`src/hw/rtl/assert_macros.svh`:
```
// Assertion macros shared by the RTL that checks itself.
// Every macro samples on i_clk and is disabled while i_rst_n is low.
`ifndef ASSERT_MACROS_SVH
`define ASSERT_MACROS_SVH

// Property that must hold at every sampled edge.
`define FBPA_ASSERT(label, prop, msg) \
    label: assert property (@(posedge i_clk) disable iff (!i_rst_n) (prop)) \
        else $error(msg);

// Consequent must hold in the cycle after the antecedent.
`define FBPA_ASSERT_NEXT(label, ante, cons, msg) \
    label: assert property (@(posedge i_clk) disable iff (!i_rst_n) \
        (ante) |=> (cons)) else $error(msg);

`endif

```
`src/hw/rtl/fbpa_pkg.sv`:
```
// Shared types and constants of the fixed block pool allocator.
// No dependencies.
package fbpa_pkg;

    localparam int MAX_CELLS = 64;
    localparam int IDX_W     = (MAX_CELLS > 1) ? $clog2(MAX_CELLS) : 1;
    localparam int CNT_W     = $clog2(MAX_CELLS + 1);

    localparam int ADDR_W     = 32;
    localparam int SIZE_W     = 16;
    localparam int COUNT_W    = 7;
    localparam int CFG_DATA_W = 32;
    localparam int CFG_IDX_W  = 2;

    localparam logic [SIZE_W-1:0]  CELL_SIZE_RST  = 16'd16;
    localparam logic [COUNT_W-1:0] CELL_COUNT_RST = 7'd64;
    localparam logic [ADDR_W-1:0]  BASE_ADDR_RST  = 32'd0;

    typedef enum logic {
        REQ_ALLOC = 1'b0,
        REQ_FREE  = 1'b1
    } t_req;

    typedef enum logic [1:0] {
        ST_ALLOCATED = 2'd0,
        ST_FULL      = 2'd1,
        ST_FREED     = 2'd2,
        ST_NOMATCH   = 2'd3
    } t_status;

    typedef enum logic [CFG_IDX_W-1:0] {
        CFG_CELL_SIZE  = 2'd0,
        CFG_CELL_COUNT = 2'd1,
        CFG_BASE_ADDR  = 2'd2
    } t_cfg_idx;

    typedef enum logic {
        S_IDLE = 1'b0,
        S_WALK = 1'b1
    } t_state;

    // sequencer -> walker
    typedef struct packed {
        logic start;
        logic step;
    } t_walk_ctl;

    // walker -> sequencer; nxt_idx is the walker's next index and addresses the registered map read
    typedef struct packed {
        logic [CNT_W-1:0]  idx;
        logic [CNT_W-1:0]  nxt_idx;
        logic [ADDR_W-1:0] addr;
        logic              at_end;
        logic              match;
    } t_walk_sts;

endpackage

```
`src/hw/rtl/fbpa_req_if.sv`:
```
// Request channel: valid/ready handshake carrying one allocate or free request.
// Depends on fbpa_pkg.
interface fbpa_req_if;
    logic                      valid;
    logic                      ready;
    logic                      req_type;
    logic [fbpa_pkg::ADDR_W-1:0] free_address;

    modport source (output valid, output req_type, output free_address, input ready);
    modport sink   (input valid, input req_type, input free_address, output ready);
endinterface

```
`src/hw/rtl/fbpa_rsp_if.sv`:
```
// Response channel: valid/ready handshake carrying one status and cell address.
// Depends on fbpa_pkg.
interface fbpa_rsp_if;
    logic                        valid;
    logic                        ready;
    logic [1:0]                  status;
    logic [fbpa_pkg::ADDR_W-1:0] cell_address;

    modport source (output valid, output status, output cell_address, input ready);
    modport sink   (input valid, input status, input cell_address, output ready);
endinterface

```
`src/hw/rtl/fbpa_cell_map.sv`:
```
// Occupancy map: one taken bit per cell in a memory, cleared by a pass after reset,
// one registered read port and one write port. Depends on fbpa_pkg.
module fbpa_cell_map (
    input  logic                       i_clk,
    input  logic                       i_rst_n,
    input  logic [fbpa_pkg::IDX_W-1:0] i_rd_idx,
    input  logic [fbpa_pkg::IDX_W-1:0] i_wr_idx,
    input  logic                       i_set,
    input  logic                       i_clr,
    output logic                       o_taken,
    output logic                       o_clearing
);

    logic                       r_taken [fbpa_pkg::MAX_CELLS];
    logic                       r_rd_taken;
    logic                       r_clr_busy;
    logic [fbpa_pkg::IDX_W-1:0] r_clr_idx;

    // clearing pass: one cell per cycle over all MAX_CELLS cells
    always_ff @(posedge i_clk) begin
        if (!i_rst_n) begin
            r_clr_busy <= 1'b1;
            r_clr_idx  <= '0;
        end else if (r_clr_busy) begin
            r_clr_idx <= r_clr_idx + 1'b1;
            if (r_clr_idx == fbpa_pkg::IDX_W'(fbpa_pkg::MAX_CELLS - 1)) begin
                r_clr_busy <= 1'b0;
            end
        end
    end

    always_ff @(posedge i_clk) begin
        if (r_clr_busy) begin
            r_taken[r_clr_idx] <= 1'b0;
        end else if (i_set) begin
            r_taken[i_wr_idx] <= 1'b1;
        end else if (i_clr) begin
            r_taken[i_wr_idx] <= 1'b0;
        end
        r_rd_taken <= r_taken[i_rd_idx];
    end

    assign o_taken    = r_rd_taken;
    assign o_clearing = r_clr_busy;

endmodule

```
`src/hw/rtl/fbpa_walker.sv`:
```
// Cell walker: index counter plus the shared address adder and comparator.
// Steps one cell per cycle while i_ctl.step is high; depends on fbpa_pkg.
module fbpa_walker (
    input  logic                        i_clk,
    input  logic                        i_rst_n,
    input  fbpa_pkg::t_walk_ctl         i_ctl,
    input  logic [fbpa_pkg::ADDR_W-1:0] i_base,
    input  logic [fbpa_pkg::SIZE_W-1:0] i_size,
    input  logic [fbpa_pkg::CNT_W-1:0]  i_cells,
    input  logic [fbpa_pkg::ADDR_W-1:0] i_free_addr,
    output fbpa_pkg::t_walk_sts         o_sts
);

    logic [fbpa_pkg::CNT_W-1:0]  r_idx;
    logic [fbpa_pkg::CNT_W-1:0]  n_idx;
    logic [fbpa_pkg::ADDR_W-1:0] r_addr;
    logic [fbpa_pkg::ADDR_W-1:0] n_addr;
    logic [fbpa_pkg::ADDR_W-1:0] r_target;

    always_comb begin
        n_idx  = r_idx;
        n_addr = r_addr;
        if (i_ctl.start) begin
            n_idx  = '0;
            n_addr = i_base;
        end else if (i_ctl.step) begin
            n_idx  = r_idx + 1'b1;
            // start of next cell, wraps mod 2^32
            n_addr = r_addr + {{(fbpa_pkg::ADDR_W - fbpa_pkg::SIZE_W){1'b0}}, i_size};
        end
    end

    always_ff @(posedge i_clk) begin
        if (!i_rst_n) begin
            r_idx <= '0;
        end else begin
            r_idx <= n_idx;
        end
    end

    always_ff @(posedge i_clk) begin
        r_addr <= n_addr;
        if (i_ctl.start) begin
            r_target <= i_free_addr;
        end
    end

    assign o_sts.idx     = r_idx;
    assign o_sts.nxt_idx = n_idx;
    assign o_sts.addr    = r_addr;
    assign o_sts.at_end  = (r_idx >= i_cells);
    assign o_sts.match   = (r_addr == r_target);

endmodule

```
`src/hw/rtl/fixed_block_pool_allocator_unit.sv`:
```
// Top level of the fixed block pool allocator: config registers, sequencer,
// response register. Uses fbpa_pkg, fbpa_req_if, fbpa_rsp_if, fbpa_walker,
// fbpa_cell_map and assert_macros.svh.
//
//  channel   dir  handshake          payload
//  i_req     in   valid/ready        req_type, free_address
//  o_rsp     out  valid/ready        status, cell_address
//  i_cfg_*   in   i_cfg_we only      i_cfg_idx, i_cfg_wdata
//
// A request is taken in idle, then the walker visits one cell per cycle from cell 0
// and stops at the first hit or at the end of the n cells in use; a full pool or
// unmatched free walks all n. The walker's single adder/comparator sets this pace.
// After reset a clearing pass opens one cell per cycle; i_req.ready stays low until
// that pass ends. A finished result waits in the walk state while a stalled sink
// holds the response register; i_req.ready is high only in idle.
module fixed_block_pool_allocator_unit (
    input  logic                            i_clk,
    input  logic                            i_rst_n,
    fbpa_req_if.sink                        i_req,
    fbpa_rsp_if.source                      o_rsp,
    input  logic                            i_cfg_we,
    input  logic [fbpa_pkg::CFG_IDX_W-1:0]  i_cfg_idx,
    input  logic [fbpa_pkg::CFG_DATA_W-1:0] i_cfg_wdata
);

`include "assert_macros.svh"

    // configuration registers
    logic [fbpa_pkg::SIZE_W-1:0]  r_cell_size;
    logic [fbpa_pkg::COUNT_W-1:0] r_cell_count;
    logic [fbpa_pkg::ADDR_W-1:0]  r_base_addr;

    always_ff @(posedge i_clk) begin
        if (!i_rst_n) begin
            r_cell_size  <= fbpa_pkg::CELL_SIZE_RST;
            r_cell_count <= fbpa_pkg::CELL_COUNT_RST;
            r_base_addr  <= fbpa_pkg::BASE_ADDR_RST;
        end else if (i_cfg_we) begin
            case (fbpa_pkg::t_cfg_idx'(i_cfg_idx))
                fbpa_pkg::CFG_CELL_SIZE: begin
                    r_cell_size <= i_cfg_wdata[fbpa_pkg::SIZE_W-1:0];
                end
                fbpa_pkg::CFG_CELL_COUNT: begin
                    r_cell_count <= i_cfg_wdata[fbpa_pkg::COUNT_W-1:0];
                end
                fbpa_pkg::CFG_BASE_ADDR: begin
                    r_base_addr <= i_cfg_wdata[fbpa_pkg::ADDR_W-1:0];
                end
                default: begin
                    // unused index: write dropped
                end
            endcase
        end
    end

    // cells in use, count saturates at the built maximum
    logic [fbpa_pkg::CNT_W-1:0] w_cells;
    assign w_cells = (int'(r_cell_count) > fbpa_pkg::MAX_CELLS)
                   ? fbpa_pkg::CNT_W'(fbpa_pkg::MAX_CELLS)
                   : fbpa_pkg::CNT_W'(r_cell_count);

    // sequencer
    fbpa_pkg::t_state    r_state;
    fbpa_pkg::t_state    n_state;
    fbpa_pkg::t_req      r_req_type;
    fbpa_pkg::t_walk_ctl w_ctl;
    fbpa_pkg::t_walk_sts w_sts;

    logic w_accept;
    logic w_taken;
    logic w_clearing;
    logic w_hit;
    logic w_finish;
    logic w_out_free;
    logic w_load;
    logic w_is_alloc;

    assign w_accept   = i_req.valid && i_req.ready;
    assign w_is_alloc = (r_req_type == fbpa_pkg::REQ_ALLOC);
    // allocate stops at the first open cell, free at the first address match
    assign w_hit      = w_is_alloc ? !w_taken : w_sts.match;
    assign w_finish   = w_sts.at_end || w_hit;
    assign w_out_free = !o_rsp.valid || o_rsp.ready;
    assign w_load     = (r_state == fbpa_pkg::S_WALK) && w_finish && w_out_free;

    always_comb begin
        n_state = r_state;
        case (r_state)
            fbpa_pkg::S_IDLE: begin
                if (w_accept) begin
                    n_state = fbpa_pkg::S_WALK;
                end
            end
            fbpa_pkg::S_WALK: begin
                if (w_load) begin
                    n_state = fbpa_pkg::S_IDLE;
                end
            end
            default: begin
                n_state = fbpa_pkg::S_IDLE;
            end
        endcase
    end

    always_comb begin
        i_req.ready = (r_state == fbpa_pkg::S_IDLE) && !w_clearing;
        w_ctl.start = w_accept;
        w_ctl.step  = (r_state == fbpa_pkg::S_WALK) && !w_finish;
    end

    always_ff @(posedge i_clk) begin
        if (!i_rst_n) begin
            r_state <= fbpa_pkg::S_IDLE;
        end else begin
            r_state <= n_state;
        end
    end

    always_ff @(posedge i_clk) begin
        if (w_accept) begin
            r_req_type <= fbpa_pkg::t_req'(i_req.req_type);
        end
    end

    fbpa_walker u_walker (
        .i_clk       (i_clk),
        .i_rst_n     (i_rst_n),
        .i_ctl       (w_ctl),
        .i_base      (r_base_addr),
        .i_size      (r_cell_size),
        .i_cells     (w_cells),
        .i_free_addr (i_req.free_address),
        .o_sts       (w_sts)
    );

    // map is read through its register at the walker's next index, so the taken bit
    // of the current cell is ready in the cycle the walker sits on it;
    // map update happens only when the result transfers into the response register
    fbpa_cell_map u_cell_map (
        .i_clk      (i_clk),
        .i_rst_n    (i_rst_n),
        .i_rd_idx   (w_sts.nxt_idx[fbpa_pkg::IDX_W-1:0]),
        .i_wr_idx   (w_sts.idx[fbpa_pkg::IDX_W-1:0]),
        .i_set      (w_load && w_is_alloc && !w_sts.at_end),
        .i_clr      (w_load && !w_is_alloc && !w_sts.at_end),
        .o_taken    (w_taken),
        .o_clearing (w_clearing)
    );

    // result encoding
    fbpa_pkg::t_status           w_status;
    logic [fbpa_pkg::ADDR_W-1:0] w_addr;

    always_comb begin
        if (w_sts.at_end) begin
            w_status = w_is_alloc ? fbpa_pkg::ST_FULL : fbpa_pkg::ST_NOMATCH;
            w_addr   = '0;
        end else begin
            w_status = w_is_alloc ? fbpa_pkg::ST_ALLOCATED : fbpa_pkg::ST_FREED;
            w_addr   = w_is_alloc ? w_sts.addr : '0;
        end
    end

    // response register
    logic                        r_rsp_valid;
    logic [1:0]                  r_rsp_status;
    logic [fbpa_pkg::ADDR_W-1:0] r_rsp_addr;

    always_ff @(posedge i_clk) begin
        if (!i_rst_n) begin
            r_rsp_valid <= 1'b0;
        end else if (w_load) begin
            r_rsp_valid <= 1'b1;
        end else if (o_rsp.ready) begin
            r_rsp_valid <= 1'b0;
        end
    end

    always_ff @(posedge i_clk) begin
        if (w_load) begin
            r_rsp_status <= w_status;
            r_rsp_addr   <= w_addr;
        end
    end

    assign o_rsp.valid        = r_rsp_valid;
    assign o_rsp.status       = r_rsp_status;
    assign o_rsp.cell_address = r_rsp_addr;

    // checks
    `FBPA_ASSERT(a_walk_in_range,
        (r_state == fbpa_pkg::S_WALK) |-> (w_sts.idx <= w_cells),
        "walker ran past the cells in use")
    `FBPA_ASSERT(a_alloc_takes_open_cell,
        (w_load && (w_status == fbpa_pkg::ST_ALLOCATED)) |-> !w_taken,
        "allocated cell was already taken")
    `FBPA_ASSERT_NEXT(a_rsp_held,
        o_rsp.valid && !o_rsp.ready,
        o_rsp.valid && $stable(o_rsp.status) && $stable(o_rsp.cell_address),
        "response changed while the sink stalled")
    `FBPA_ASSERT(a_addr_zero_unless_alloc,
        (o_rsp.valid && (o_rsp.status != fbpa_pkg::ST_ALLOCATED)) |-> (o_rsp.cell_address == '0),
        "nonzero address on a result without allocation")

endmodule
```
`src/flat_wrapper.sv`:
```
// flat-port wrapper written by rule: the top's interface ports become plain ports
module fixed_block_pool_allocator_unit_flat 
  (i_clk, i_rst_n, i_cfg_we, i_cfg_idx, i_cfg_wdata, i_req_valid, i_req_req_type, i_req_free_address, i_req_ready, o_rsp_valid, o_rsp_status, o_rsp_cell_address, o_rsp_ready);
  fbpa_req_if i_req_i ();
  fbpa_rsp_if o_rsp_i ();
  input  logic i_clk;
  input  logic i_rst_n;
  input  logic i_cfg_we;
  input  logic [fbpa_pkg::CFG_IDX_W-1:0] i_cfg_idx;
  input  logic [fbpa_pkg::CFG_DATA_W-1:0] i_cfg_wdata;
  input wire logic [$bits(i_req_i.valid)-1:0] i_req_valid;
  input wire logic [$bits(i_req_i.req_type)-1:0] i_req_req_type;
  input wire logic [$bits(i_req_i.free_address)-1:0] i_req_free_address;
  output wire logic [$bits(i_req_i.ready)-1:0] i_req_ready;
  output wire logic [$bits(o_rsp_i.valid)-1:0] o_rsp_valid;
  output wire logic [$bits(o_rsp_i.status)-1:0] o_rsp_status;
  output wire logic [$bits(o_rsp_i.cell_address)-1:0] o_rsp_cell_address;
  input wire logic [$bits(o_rsp_i.ready)-1:0] o_rsp_ready;
  assign i_req_i.valid = i_req_valid;
  assign i_req_i.req_type = i_req_req_type;
  assign i_req_i.free_address = i_req_free_address;
  assign i_req_ready = i_req_i.ready;
  assign o_rsp_valid = o_rsp_i.valid;
  assign o_rsp_status = o_rsp_i.status;
  assign o_rsp_cell_address = o_rsp_i.cell_address;
  assign o_rsp_i.ready = o_rsp_ready;
  fixed_block_pool_allocator_unit u_core (.i_clk(i_clk), .i_rst_n(i_rst_n), .i_req(i_req_i), .o_rsp(o_rsp_i), .i_cfg_we(i_cfg_we), .i_cfg_idx(i_cfg_idx), .i_cfg_wdata(i_cfg_wdata));
endmodule
```
`config.mk`:
```
export PLATFORM = sky130hd
export DESIGN_NAME = fixed_block_pool_allocator_unit_flat
export DESIGN_NICKNAME = d
export VERILOG_FILES = /design/src/hw/rtl/fbpa_pkg.sv /design/src/hw/rtl/fbpa_req_if.sv /design/src/hw/rtl/fbpa_rsp_if.sv /design/src/hw/rtl/fbpa_cell_map.sv /design/src/hw/rtl/fbpa_walker.sv /design/src/hw/rtl/fixed_block_pool_allocator_unit.sv /design/src/flat_wrapper.sv
export VERILOG_INCLUDE_DIRS = /design/src /design/src/hw/rtl
export SDC_FILE = /design/constraint.sdc
export NUM_CORES = 1
export LEC_CHECK = 0
export BUFFER_PORTS_ARGS = -buffer_cell sky130_fd_sc_hd__buf_2
export CORE_MARGIN = 10
export CORE_UTILIZATION = 61
export DETAILED_ROUTE_END_ITERATION = 8
export HOLD_SLACK_MARGIN = 0.02
export PLACE_DENSITY = 0.79
export REMOVE_ABC_BUFFERS = 1
export SLEW_MARGIN = 20
export SYNTH_ARGS = -nofsm -noshare
export SYNTH_HDL_FRONTEND = slang
export SYNTH_SLANG_ARGS = --single-unit
```
`constraint.sdc`:
```
create_clock -name i_clk -period 10.74 [get_ports i_clk]
set_input_delay 0 -clock i_clk [delete_from_list [all_inputs] [get_ports i_clk]]
set_output_delay 0 -clock i_clk [all_outputs]
set_load 0.01 [all_outputs]
```
==> flow_summary.toml <==
[status]
status = "completed"

[detailed_routing]
drcViolationCount = 0
dr.pass1.iters = 5
ant_nets = 0
drt_iter0_drc = 842
dr_total_vias = 8354
vias_per_cell = 5.92
routed_wl_mm = 28.3
wire_per_inst_um = 20.1

[sta]
tns_ns = 0
fin_crit_sh = 0.399
fin_worst_skew_ns = 0.0203
min_period_ns = 4.29
drv_slew = 0
rsz0062_at_grt = "no"
finalSetupViolCount = 0
worst_pin_slew_ns = 1.13
fmax_mhz = 233
worst_slack_ns = 6.45
slew_headroom = 0.242
final_hold_viol_count = 0

[global_route]
globalRouteTotalUtil = 0.228
grt_pass1_vias = 8347
grt_pass1_wl_mm = 44.2
grt-ovfl-total = 0
grt_max_degree = 77
antenna_found_initial = 2

[final_layout]
seq_area_um2 = 6340
drive_above_1_share = 0.143
multi_input_area_um2 = 4380
area_growth_pct = 19.5
fillers = 1224
final_nets = 1260

[floorplanning]
die-area_um2 = 23800
rows = 49
die_x_um = 154
pin_count = 108
initial_core_util = 0.616
fp.coreArea_um2 = 17800
die_h_um = 154

[pwr]
p_int_mw = 1.47
p_leak_nw = 4.82
ir_worst_vdd_mv = 0.164
clkPwrFrac = 0.427
p_per_area_nw_per_um2 = 142
switching_share = 0.212
p_switching_mw = 0.396
p_comb_frac = 0.050
pwr-share-seq = 0.522

[synth]
yosysSeqAreaShare = 0.577
synth.cell_area_um2 = 11000
ys_types = 60
synthCells = 993
ys_ff_latch = 235
synthArstFlopShare = 0
yosys_most_used_dff = "edfxtp_1"
synth_edf_count = 163
yosys_warnings = 0
avgSynthCellArea_um2 = 11.1

[placement]
dp_hpwl_mm = 17.6
place_congestion = 0.879
pre_cts_ws_ns = 6.60
portBuffers = 107

[critical_path]
cp.arrival_ns = 4.66
startpoint_type = "flop"
critPathCaptureType = "flop"
worstPathMaxFanout = 8
r2r_slack_ns = 6.45
criticalPathCategory = "reg2reg"
cp.required_ns = 11.12

[clocking]
clkLatencyLatePin_ns = 0.53
clkSinkCount = 235
htreeDepth = 1
cts_made_buffers = 25
clockBufferDepth = 3
path_clk_slew_ns = 0.06
root_buffer = "clkbuf_16"
cts_tree = "built"

[hold_path]
min_path_type = "in2reg"

[job]
cap_violations = 0
-- kinds of logic after synthesis --
family | synth area share
simple gates | 0.171
flops | 0.577
compound gates | 0.0979
xor+xnor | 0.0549
buf+inv | 0.0250
mux | 0.0441
fa+ha+maj | 0.0303
-- layout make-up --
cell class,instances,share of cell area
sequential,235,0.483
multi-input combinational,694,0.334
timing repair buffer,187,0.0991
clock buffer,40,0.0550
tap,229,0.0218
inverter,19,0.00543
clock inverter,5,0.00172
antenna,2,0.000381
-- worst paths after layout --
kind	depth (start not counted)	from	end
worst min-delay path	5	i_cfg_idx[0]	u_core.r_cell_size[4]
worst max-delay path	13	u_core.u_walker.r_idx[0]	u_core.u_cell_map.o_taken
worst max register to register	13	u_core.u_walker.r_idx[0]	u_core.u_cell_map.o_taken
worst min register to register	2	u_core.r_base_addr[3]	u_core.r_base_addr[3]
-- what timing repair did --
action | 4_1_cts | 5_1_grt
hold buffers | 66 | 0
buffers inserted | 0 | 0
hold endpoints to repair | 89 | 0
gates resized for setup | 0 | 0
-- metrics by stage --
step	hold WS (ns)	power, mW	utilization	cells	instance area [um2]
after floorplan	0.0619	1.03	-	948	10800
after global placement	0.177	1.07	0.657	1298	11700
after detailed placement	0.179	1.07	0.657	1298	11700
after CTS	0.0250	1.87	0.736	1409	13100
after global routing	0.0548	1.92	0.736	1411	13100
final	0.0407	1.87	0.736	1411	13100
-- synthesized netlist by cell type, drive strengths merged (17+ instances only) --
library cell | n | area [um2]
inv | 18 | 67.6
clkbuf | 41 | 154
dfxtp | 72 | 1440
a31oi | 17 | 106
and2 | 41 | 257
nand2 | 158 | 593
nor2 | 102 | 383
xor2 | 34 | 298
xnor2 | 34 | 305
edfxtp | 163 | 4890
o21ai | 33 | 165
mux2i | 27 | 270
a21boi | 52 | 390
a21oi | 23 | 115
ha | 25 | 313
nor3 | 18 | 95.1
nor2b | 18 | 113
-- cell usage in the layout (no fill, tap or decap), types with 4 or more instances in the layout --
cell type,count
and2_1,41
edfxtp_1,163
nand2_1,158
a21boi_0,52
nand4_1,9
or3_1,4
a21o_1,6
nor2_1,101
nand2b_1,6
inv_1,18
mux2i_1,26
nand3_1,11
clkbuf_1,11
buf_4,14
a211oi_1,5
clkbuf_8,4
and3_1,8
nor3_1,17
xor2_1,34
buf_2,107
nor3b_1,6
nor4_1,9
dfxtp_1,72
mux4_1,5
o21ai_0,33
dlygate4sd3_1,66
ha_1,25
clkbuf_16,25
nor2b_1,18
xnor2_1,33
a21oi_1,23
a31oi_1,17
-- worst max-delay path, cell delays in order, from the launching register on --
cell and delay [ns]:
dfxtp_1 0.52, inv_1 0.20, ha_1 0.32, nand2b_1 0.14, a31oi_1 0.17, o21ai_0 0.18, a211oi_2 0.50, nand4_1 0.34
mux2i_1 0.81, nor2b_1 0.12, a211oi_1 0.29, a311oi_1 0.09, o21ai_0 0.31, o211ai_2 0.15
-- state kept, by name, summed over array words and instances, names as in the netlist --
register	count
u_core.o_rsp.cell_address	32
u_core.o_rsp.status	2
u_core.o_rsp.valid	1
u_core.r_base_addr	32
u_core.r_cell_count	7
u_core.r_cell_size	16
u_core.r_req_type	1
u_core.r_state	1
u_core.u_cell_map.o_clearing	1
u_core.u_cell_map.o_taken	1
u_core.u_cell_map.r_clr_idx	6
u_core.u_cell_map.r_taken	64
u_core.u_walker.r_addr	32
u_core.u_walker.r_idx	7
u_core.u_walker.r_target	32
-- power by group through the flow --
| stage | clock network (mW) | logic (mW) | registers [mW] |
|---|---|---|---|
| after CTS | 0.799 | 0.0917 | 0.977 |
| after floorplan | 0 | 0.0386 | 0.994 |
| after global routing | 0.844 | 0.102 | 0.977 |
| after detailed placement | 0 | 0.0723 | 0.996 |
| after global placement | 0 | 0.0703 | 0.995 |
| final | 0.799 | 0.0941 | 0.977 |
-- layer usage --
layer  track usage  vias to the layer above  share of wire
met1         0.302                     4014           0.42
met2         0.364                      416           0.47
li1              -                     3862              -
met5             0                        -              0
met4        0.0864                        0          0.027
met3        0.0455                       62          0.083
No activity file was read; power rests on OpenSTA's default activity.
